## src/hw/rtl/wgm_pkg.sv

```systemverilog
package wgm_pkg;

    localparam int MAX_PATTERN  = 64;
    localparam int LEN_W        = $clog2(MAX_PATTERN + 1);
    localparam int CLOSE_LEVELS = $clog2(MAX_PATTERN + 1);

    typedef logic [1:0] t_kind;

    localparam t_kind KIND_APPEND = 2'd0;
    localparam t_kind KIND_NAME   = 2'd1;
    localparam t_kind KIND_END    = 2'd2;
    localparam t_kind KIND_CLEAR  = 2'd3;

    localparam logic [7:0] GLOB_ANY_ONE = 8'h3F;
    localparam logic [7:0] GLOB_ANY_RUN = 8'h2A;

    typedef struct packed {
        t_kind      kind;
        logic [7:0] byte_value;
    } t_item;

    typedef struct packed {
        logic matched;
        logic pattern_overflow;
    } t_result;

endpackage

```

## src/hw/rtl/wgm_star_close.sv

```systemverilog
module wgm_star_close (
    input  logic [wgm_pkg::MAX_PATTERN:0]   i_seed,
    input  logic [wgm_pkg::MAX_PATTERN-1:0] i_star_mask,
    output logic [wgm_pkg::MAX_PATTERN:0]   o_closed
);
    import wgm_pkg::*;

    // Bit j+1 is forced whenever bit j is set and pattern byte j is a star.
    // This is a carry chain, resolved here as a parallel prefix network.
    logic [MAX_PATTERN:0] g_lvl [0:CLOSE_LEVELS];
    logic [MAX_PATTERN:0] p_lvl [0:CLOSE_LEVELS];

    always_comb begin
        g_lvl[0] = i_seed;
        p_lvl[0] = {i_star_mask, 1'b0};
        for (int l = 0; l < CLOSE_LEVELS; l++) begin
            for (int j = 0; j <= MAX_PATTERN; j++) begin
                if (j >= (1 << l)) begin
                    g_lvl[l+1][j] = g_lvl[l][j] | (p_lvl[l][j] & g_lvl[l][j - (1 << l)]);
                    p_lvl[l+1][j] = p_lvl[l][j] & p_lvl[l][j - (1 << l)];
                end else begin
                    g_lvl[l+1][j] = g_lvl[l][j];
                    p_lvl[l+1][j] = p_lvl[l][j];
                end
            end
        end
    end

    assign o_closed = g_lvl[CLOSE_LEVELS];

endmodule

```

## src/hw/rtl/wgm_core.sv

```systemverilog
module wgm_core (
    input  logic             i_clk,
    input  logic             i_rst_n,
    input  logic             i_en,
    input  wgm_pkg::t_item   i_item,
    output wgm_pkg::t_result o_result
);
    import wgm_pkg::*;

    logic [7:0]             r_pat [0:MAX_PATTERN-1];
    logic [LEN_W-1:0]       r_len;
    logic [LEN_W-1:0]       n_len;
    logic                   r_ovf;
    logic                   n_ovf;
    logic [MAX_PATTERN:0]   r_seed;
    logic [MAX_PATTERN:0]   n_seed;
    logic [MAX_PATTERN-1:0] used;
    logic [MAX_PATTERN-1:0] star_mask;
    logic [MAX_PATTERN:0]   reach;
    logic [MAX_PATTERN:0]   stepped;
    logic                   room;
    logic [MAX_PATTERN:0]   rearm_seed;

    always_comb begin
        for (int i = 0; i < MAX_PATTERN; i++) begin
            used[i]      = LEN_W'(i) < r_len;
            star_mask[i] = used[i] && (r_pat[i] == GLOB_ANY_RUN);
        end
    end

    // The stored seed holds the reach bits before star closure.
    wgm_star_close u_close (
        .i_seed      (r_seed),
        .i_star_mask (star_mask),
        .o_closed    (reach)
    );

    always_comb begin
        stepped[0] = 1'b0;
        for (int i = 0; i < MAX_PATTERN; i++) begin
            if (!used[i]) begin
                stepped[i+1] = 1'b0;
            end else if (r_pat[i] == GLOB_ANY_RUN) begin
                stepped[i+1] = reach[i] | reach[i+1];
            end else begin
                stepped[i+1] = reach[i] &&
                    ((r_pat[i] == GLOB_ANY_ONE) || (r_pat[i] == i_item.byte_value));
            end
        end
    end

    assign room       = r_len != LEN_W'(MAX_PATTERN);
    assign rearm_seed = (MAX_PATTERN + 1)'(1);

    always_comb begin
        n_len  = r_len;
        n_ovf  = r_ovf;
        n_seed = r_seed;
        if (i_en) begin
            unique case (i_item.kind)
                KIND_APPEND: begin
                    if (room) begin
                        n_len = r_len + LEN_W'(1);
                    end else begin
                        n_ovf = 1'b1;
                    end
                    n_seed = rearm_seed;
                end
                KIND_NAME: begin
                    n_seed = stepped;
                end
                KIND_END: begin
                    n_seed = rearm_seed;
                end
                KIND_CLEAR: begin
                    n_len  = '0;
                    n_ovf  = 1'b0;
                    n_seed = rearm_seed;
                end
                default: begin
                    n_seed = r_seed;
                end
            endcase
        end
    end

    always_ff @(posedge i_clk) begin
        if (!i_rst_n) begin
            r_len  <= '0;
            r_ovf  <= 1'b0;
            r_seed <= rearm_seed;
        end else begin
            r_len  <= n_len;
            r_ovf  <= n_ovf;
            r_seed <= n_seed;
        end
    end

    always_ff @(posedge i_clk) begin
        for (int i = 0; i < MAX_PATTERN; i++) begin
            if (i_en && (i_item.kind == KIND_APPEND) && (r_len == LEN_W'(i))) begin
                r_pat[i] <= i_item.byte_value;
            end
        end
    end

    assign o_result.matched          = reach[r_len] && !r_ovf;
    assign o_result.pattern_overflow = r_ovf;

endmodule

```

## src/hw/rtl/wgm_out_stage.sv

```systemverilog
module wgm_out_stage (
    input  logic             i_clk,
    input  logic             i_rst_n,
    input  logic             i_load,
    input  wgm_pkg::t_result i_result,
    output logic             o_can_load,
    output logic             o_valid,
    input  logic             i_ready,
    output wgm_pkg::t_result o_result
);
    import wgm_pkg::*;

    logic    r_valid;
    t_result r_result;

    assign o_can_load = !r_valid || i_ready;

    always_ff @(posedge i_clk) begin
        if (!i_rst_n) begin
            r_valid <= 1'b0;
        end else if (o_can_load) begin
            r_valid <= i_load;
        end
    end

    always_ff @(posedge i_clk) begin
        if (i_load && o_can_load) begin
            r_result <= i_result;
        end
    end

    assign o_valid  = r_valid;
    assign o_result = r_result;

endmodule

```

## src/hw/rtl/wildcard_glob_matcher_top.sv

```systemverilog
// Channel   Direction  Handshake          Payload
// input     in         i_valid / o_ready  i_kind, i_byte_value
// result    out        o_valid / i_ready  o_matched, o_pattern_overflow
//
// Every beat is taken into an input register and processed from there, so one beat
// per cycle is sustained while no end-of-name beat waits. The result of an
// end-of-name beat passes from the input register into the result register.
// The reach update of all pattern positions at once sets this rate.
// Reset is synchronous and empties the pattern. While the result register is
// full and not taken, the next end-of-name beat waits, and every beat behind it.
module wildcard_glob_matcher_top (
    input  logic                i_clk,
    input  logic                i_rst_n,
    input  logic                i_valid,
    output logic                o_ready,
    input  logic [1:0]          i_kind,
    input  logic [7:0]          i_byte_value,
    output logic                o_valid,
    input  logic                i_ready,
    output logic                o_matched,
    output logic                o_pattern_overflow
);
    import wgm_pkg::*;

    logic    r_in_valid;
    t_item   r_in_item;
    logic    advance;
    logic    out_can_load;
    t_result core_result;
    t_result out_result;

    assign advance = r_in_valid && ((r_in_item.kind != KIND_END) || out_can_load);
    assign o_ready = !r_in_valid || advance;

    always_ff @(posedge i_clk) begin
        if (!i_rst_n) begin
            r_in_valid <= 1'b0;
        end else if (o_ready) begin
            r_in_valid <= i_valid;
        end
    end

    always_ff @(posedge i_clk) begin
        if (o_ready && i_valid) begin
            r_in_item.kind       <= i_kind;
            r_in_item.byte_value <= i_byte_value;
        end
    end

    wgm_core u_core (
        .i_clk    (i_clk),
        .i_rst_n  (i_rst_n),
        .i_en     (advance),
        .i_item   (r_in_item),
        .o_result (core_result)
    );

    wgm_out_stage u_out (
        .i_clk      (i_clk),
        .i_rst_n    (i_rst_n),
        .i_load     (advance && (r_in_item.kind == KIND_END)),
        .i_result   (core_result),
        .o_can_load (out_can_load),
        .o_valid    (o_valid),
        .i_ready    (i_ready),
        .o_result   (out_result)
    );

    assign o_matched          = out_result.matched;
    assign o_pattern_overflow = out_result.pattern_overflow;

endmodule
```

## config.mk

```make
export PLATFORM = sky130hd
export DESIGN_NAME = wildcard_glob_matcher_top
export DESIGN_NICKNAME = d
export VERILOG_FILES = /design/src/hw/rtl/wgm_pkg.sv /design/src/hw/rtl/wgm_star_close.sv /design/src/hw/rtl/wgm_core.sv /design/src/hw/rtl/wgm_out_stage.sv /design/src/hw/rtl/wildcard_glob_matcher_top.sv
export SDC_FILE = /design/constraint.sdc
export NUM_CORES = 1
export LEC_CHECK = 0
export ABC_AREA = 1
export BUFFER_PORTS_ARGS = -buffer_cell sky130_fd_sc_hd__clkbuf_2
export CORE_UTILIZATION = 55
export CTS_CLUSTER_SIZE = 24
export DETAILED_ROUTE_END_ITERATION = 6
export PLACE_DENSITY = 0.76
export SLEW_MARGIN = 25
export SYNTH_ARGS = -nofsm -noshare
export SYNTH_HDL_FRONTEND = slang
export SYNTH_SLANG_ARGS = --single-unit
```

## constraint.sdc

```tcl
create_clock -name i_clk -period 3.5 [get_ports i_clk]
set_input_delay 0.175 -clock i_clk [delete_from_list [all_inputs] [get_ports i_clk]]
set_output_delay 0.175 -clock i_clk [all_outputs]
set_load 0.02 [all_outputs]
```

# Yosys cells after proc, flatten, opt, wreduce, memory -nomap -nowiden

Memories as Yosys holds them, arrays and structs flattened.
Index checks and enable logic that the tools add are counted.

Register bits after elaboration: 87
Memory bits (writable): 512
Output and inout bits: 4
Logic and storage cells: 2111
Memories kept: 1

Add/sub/neg operators: 1
Magnitude comparators: 65
Equal/unequal tests: 262
Multiplexer cells: 452
Bitwise operators: 984
Reduce and logical (&&, ||, !) cells: 337

Memories:

| name         | depth | bits a word | rd ports | clocked after memory_dff | wr ports | RTL line       | RTL |
|---|---|---|---|---|---|---|---|
| u_core.r_pat | 64    | 8           | 64       | 0                        | 1        | wgm_core.sv:10 | `logic [7:0] r_pat [0:MAX_PATTERN-1];` |

Operators by type and width:

| operator                                                              | number |
|---|---|
| 8-bit by 6-bit equality test with 1-bit output, second input constant | 128 |
| 1-bit bitwise AND                                                     | 592 |
| 8-bit equality test                                                   | 64 |
| 8-bit 2-to-1 mux                                                      | 63 |
| 8-bit OR reduction                                                    | 63 |
| 1-bit bitwise OR                                                      | 392 |
| 6-bit 2-to-1 mux                                                      | 63 |
| 1-bit 2-to-1 mux                                                      | 321 |
| 7-bit by 6-bit equality test with 1-bit output, second input constant | 32 |
| 6-bit by 7-bit < comparator with 1-bit output, first input constant   | 32 |
| 1-bit logical AND                                                     | 198 |
| 65-bit one-hot mux with 2 select lines                                | 1 |
| 7-bit by 5-bit equality test with 1-bit output, second input constant | 16 |
| 5-bit by 7-bit < comparator with 1-bit output, first input constant   | 16 |
| 1-bit logical OR                                                      | 67 |
| 7-bit by 4-bit equality test with 1-bit output, second input constant | 8 |
| 4-bit by 7-bit < comparator with 1-bit output, first input constant   | 8 |
| 7-bit by 3-bit equality test with 1-bit output, second input constant | 4 |
| 3-bit by 7-bit < comparator with 1-bit output, first input constant   | 4 |
| 7-bit by 2-bit equality test with 1-bit output, second input constant | 2 |
| 1-bit by 7-bit < comparator with 1-bit output, first input constant   | 2 |
| 2-bit by 7-bit < comparator with 1-bit output, first input constant   | 2 |
| 7-bit one-hot mux with 2 select lines                                 | 1 |
| 7-bit by 8-bit < comparator with 1-bit output, second input constant  | 1 |
| 16 further kinds                                                      | 21 |

# Depth between registers and ports, before layout

Depth in word-level cells: 72
Mapped depth: 27
Mapped depth without buffers: 26

# Hierarchy

Synthesis repeated with hierarchy kept, for this count alone.

Cells, all modules: 3919
Area, all modules: 34334.2 sq um

By module, submodules not included:

| module                    | instances | cells each | area each (sq um) | seq. area each (sq um) |
|---|---|---|---|---|
| wgm_core                  | 1         | 2960       | 29894.9           | 16836.1 |
| wgm_star_close            | 1         | 927        | 3946.3            | 0.0 |
| wildcard_glob_matcher_top | 1         | 23         | 381.6             | 320.3 |
| wgm_out_stage             | 1         | 9          | 111.4             | 80.1 |

# Worst setup path after synthesis

OpenSTA, ideal clock, no wires.

Path kind: register to register
Start point: reg r_in_item[6] in the netlist's numbering
End point: reg u_core.r_seed[2]
Library setup time: 70 ps
Arrival time: 3050 ps
Setup slack: 380 ps
Cell stages (with the launch flop): 9
Path buffers: 3
Clock period less this slack: 3120 ps
Cell sequence: edfxtp_1 -> buf_2 -> buf_1 -> clkbuf_1 -> xnor2_1 -> nand4_1 -> o41ai_1 -> nand4_1 -> a21oi_1

Word-level cells in the longest chain between the ends: 6

RTL lines:

| item                                   | RTL line                        | RTL |
|---|---|---|
| from (decl)                            | wildcard_glob_matcher_top.sv:26 | `t_item r_in_item;` |
| 8-bit equality test                    | wgm_core.sv:47                  | `((r_pat[i] == GLOB_ANY_ONE) \|\| (r_pat[i] == i_item.byte_value));` |
| 1-bit logical OR                       | wgm_core.sv:47                  |  |
| 1-bit logical AND                      | wgm_core.sv:46                  | `stepped[i+1] = reach[i] &&` |
| 1-bit 2-to-1 mux                       | wgm_core.sv:43                  | `end else if (r_pat[i] == GLOB_ANY_RUN) begin` |
| 1-bit 2-to-1 mux                       | wgm_core.sv:41                  | `if (!used[i]) begin` |
| 65-bit one-hot mux with 2 select lines | wgm_core.sv:60                  | `unique case (i_item.kind)` |
| to (signal assigned)                   | wgm_core.sv:91                  | `r_seed <= rearm_seed;` |
| to (signal assigned)                   | wgm_core.sv:95                  | `r_seed <= n_seed;` |
| to (decl)                              | wgm_core.sv:15                  | `logic [MAX_PATTERN:0] r_seed;` |

Every way passes these cells.
A chain may end at the register's enable or synchronous reset.

==> reports/results.txt <==
run status: finished, violations left
violations in the final reports: design-rule violations
depth of the worst register-to-register path: 20
most area-hungry cell type in the Yosys netlist: sky130_fd_sc_hd__edfxtp_1
top cell type's share of synthesized area: 42.54%
CP most frequent cell: sky130_fd_sc_hd__nand2_1
number of I/O port buffers: 17
Setup crit start kind: register
initial antenna violation count: 3
routed length per placed instance: 22.71 um
setup violation total in the final timing report: 0
HPWL Detailed: 103000 um
gr ovfl total: 0
Max stage delay cell, worst path: sky130_fd_sc_hd__nor2_2
cell breakdown of the critical path: buf_4, inv_1, nand2_1, buf_4, nor2_2, nand2_1, nand3_1, nor2_1, nand2_1, inv_1, a21oi_1, nand2_1, nor2_1, buf_4, nand2_1, a21bo_1, nand2_1, a21oi_1, nand3_1, nor2_1
total count of max-transition violations in the final report: 0
first-pass GRT wire length: 198800 um
stage delay of the slowest cell on the critical path: 0.38 ns
final number of hold-violating endpoints: 0
number of vias after detailed routing: 34680
post-synthesis instance total: 4691
standby leakage power: 16.92 nW
leading post-synthesis cells by cell area: sky130_fd_sc_hd__edfxtp_1 (43%), sky130_fd_sc_hd__nand2_1 (13%), sky130_fd_sc_hd__xnor2_1 (7.5%)
Post-route DRC: 1
Async S/R FF share, synth: 0%
data required time at the worst endpoint: 3.88 ns
Synth cell types: 63
CTS Root Buffer Type: sky130_fd_sc_hd__clkbuf_16
worst hold slack after final layout: 0.2638 ns
overall die height: 261.3 um
Die Footprint: 68300 um2
post-DR vias/cell: 5.792
number of flops mapped to enable cells by yosys: 524
fin nets: 5089
initial standard-cell utilization of the core: 55.97%
Tcrit/Tclk final: 98.36%
vias in the first global route: 32120
depth of the worst hold-timing path: 2
Tmin final: 3.443 ns
RSZ-0062 raised after global routing: yes
Inserted Diodes: 0
remaining antenna violation count after routing: 0
worst setup path class: reg -> reg
count of synthesis-stage warnings from yosys: 0
Mapped Avg Cell Area: 7.886 um2
path class of the lowest-slack min-delay path: in -> reg
total clock sinks: 599
most numerous cell types in the synthesized netlist: sky130_fd_sc_hd__nand2_1 (1303), sky130_fd_sc_hd__nor2_1 (617), sky130_fd_sc_hd__inv_1 (556)
Die Span X: 261.3 um
achievable frequency: 0.2905 GHz
pin count of the biggest net entering global routing: 98
layout cells sized above 1: 14.73%
Post-Place Worst Slack: -0.07964 ns
actual slew at the worst max-slew pin: 1.053 ns
netlist area before placement: 36990 um2
overall power: 15.96 mW
Total Neg Setup Slack: 0 ns
Max-Slew Margin vs Limit: 28.87%
Post-Synthesis Net Count: 4709
Crit path arrival time: 3.82 ns
ys flop type: sky130_fd_sc_hd__edfxtp_1
TritonCTS clock tree: done
number of rows in the core area: 94
flip-flop and latch count after synthesis: 599
clock transition at the registers of the reported paths: 0.07 ns
GP Congestion: 1.133
violation count after the first detailed-route iteration: 4245
portion of the post-synthesis area used by sequential elements: 46.59%
filler cell count: 5563
Longest Clk Path Bufs: 3
Detailed Route WL: 136000 um
max_cap viols: 0
drt first pass iters: 7
number of levels the H-tree was split into: 3
core outline area: 66100 um2
peak ir drop on the vdd network: 0.5477 mV
post-route clock skew: 0.03530 ns
source-to-sink clock delay at the later pin of the worst-skew pair: 0.64 ns
most frequent cell after synthesis: sky130_fd_sc_hd__nand2_1
I/O pin total: 18
utilization of the core after routing: 65.63%
total global routing track utilization: 39.73%
total power density per cell area: 367.9 nW/um2
Worst setup EP type: register
worst-path maximum fanout: 5
synth-to-layout area growth: 17.26%
setup slack of the critical path after layout: 0.05727 ns
CTS Buf Count: 66
-- final timing paths --
path / to / startpoint / slack (ns)
max: u_out.o_result[1]$_DFFE_PP_ / u_core.r_len[3]$_SDFFE_PN0P_ / 0.06
min: r_in_item[0]$_DFFE_PP_ / i_byte_value[0] / 0.26
max reg2reg: u_out.o_result[1]$_DFFE_PP_ / u_core.r_len[3]$_SDFFE_PN0P_ / 0.06
min reg2reg: u_core.r_seed[45]$_SDFFE_PN0P_ / u_core.r_seed[45]$_SDFFE_PN0P_ / 0.47
-- per-stage QoR --
stage | std cells | cell area [um2]
after global routing | 5988 | 43380
after CTS | 5981 | 43190
after detailed placement | 5846 | 40810
after global placement | 5846 | 40810
final | 5988 | 43380
after floorplan | 4691 | 36990
-- worst max-delay path: cells and delay by family, from the launching register on --
family          cells  cell delay (ns)
simple gates       12             1.67
buf+inv             5             0.61
compound gates      3             0.58
flops               1             0.35
-- sequential cells by signal, summed over array words and instances (netlist names) --
name / cells
r_in_valid: 1
u_core.r_pat: 512
u_core.r_ovf: 1
r_in_item: 10
u_out.o_result: 2
u_core.r_seed: 65
u_out.o_valid: 1
u_core.r_len: 7
-- metal layers --
| metal | wire [um] | share of wire (%) | track usage (%) | up-vias |
|---|---|---|---|---|
| li1 | - | - | - | 16230 |
| met1 | 57180 | 42 | 55.70 | 16280 |
| met2 | 57910 | 43 | 59.46 | 1845 |
| met3 | 14490 | 11 | 8.333 | 332 |
| met4 | 6357 | 4.7 | 17.34 | 4 |
| met5 | 24 | 0.018 | 0 | - |
-- power breakdown --
part	internal, mW	switching [mW]	total, mW
combinational	0.353	0.721	1.07
clock	4.13	2.97	7.10
sequential	7.77	0.0178	7.79
total	12.3	3.71	16.0
-- logic make-up after synthesis --
kind of cell | Yosys count | synth area share [%]
simple gates | 2701 | 32.03
buf+inv | 694 | 7.241
flops | 599 | 46.59
compound gates | 353 | 5.946
xor+xnor | 340 | 8.050
fa+ha+maj | 4 | 0.1353
-- placed cells by master, fill, tap and decap left out, types with 13 or more instances in the layout --
cell type / count
sky130_fd_sc_hd__xor2_1: 22
sky130_fd_sc_hd__clkbuf_16: 67
sky130_fd_sc_hd__nand2_1: 1294
sky130_fd_sc_hd__nor4_1: 39
sky130_fd_sc_hd__inv_2: 30
sky130_fd_sc_hd__clkinv_2: 13
sky130_fd_sc_hd__dlygate4sd3_1: 14
sky130_fd_sc_hd__buf_12: 20
sky130_fd_sc_hd__nand3_2: 15
sky130_fd_sc_hd__xnor2_1: 318
sky130_fd_sc_hd__clkbuf_2: 17
sky130_fd_sc_hd__edfxtp_1: 524
sky130_fd_sc_hd__o2111ai_1: 42
sky130_fd_sc_hd__clkbuf_1: 13
sky130_fd_sc_hd__buf_4: 370
sky130_fd_sc_hd__or2_2: 84
sky130_fd_sc_hd__nand2_2: 34
sky130_fd_sc_hd__o21ai_0: 57
sky130_fd_sc_hd__nand3_1: 277
sky130_fd_sc_hd__nor2_2: 36
sky130_fd_sc_hd__a21oi_1: 156
sky130_fd_sc_hd__nor2_4: 16
sky130_fd_sc_hd__nor3_1: 52
sky130_fd_sc_hd__o21bai_1: 14
sky130_fd_sc_hd__dfxtp_1: 70
sky130_fd_sc_hd__nor2_1: 599
sky130_fd_sc_hd__nand4_1: 205
sky130_fd_sc_hd__inv_1: 548
-- timing repair --
item | CTS | global route
hold endpoints to repair | 15 | 0
hold buffers | 14 | 0
setup endpoints to repair | 1 | 27
gates resized for setup | 6 | 41
pin swaps | 0 | 5
buffers inserted | 0 | 7
gates cloned | 0 | 0
-- layout make-up --
class                   count  area (um2)  area share [%]
flip-flops and latches    599       17240           39.75
clock inverters            36       425.4          0.9807
multi-input cells        3398       17230           39.72
clock buffers              85        1794           4.136
repair buffers            421        3403           7.845
well taps                 864        1081           2.492
inverters                 585        2203           5.079
(Power assumes the default switching activity.)
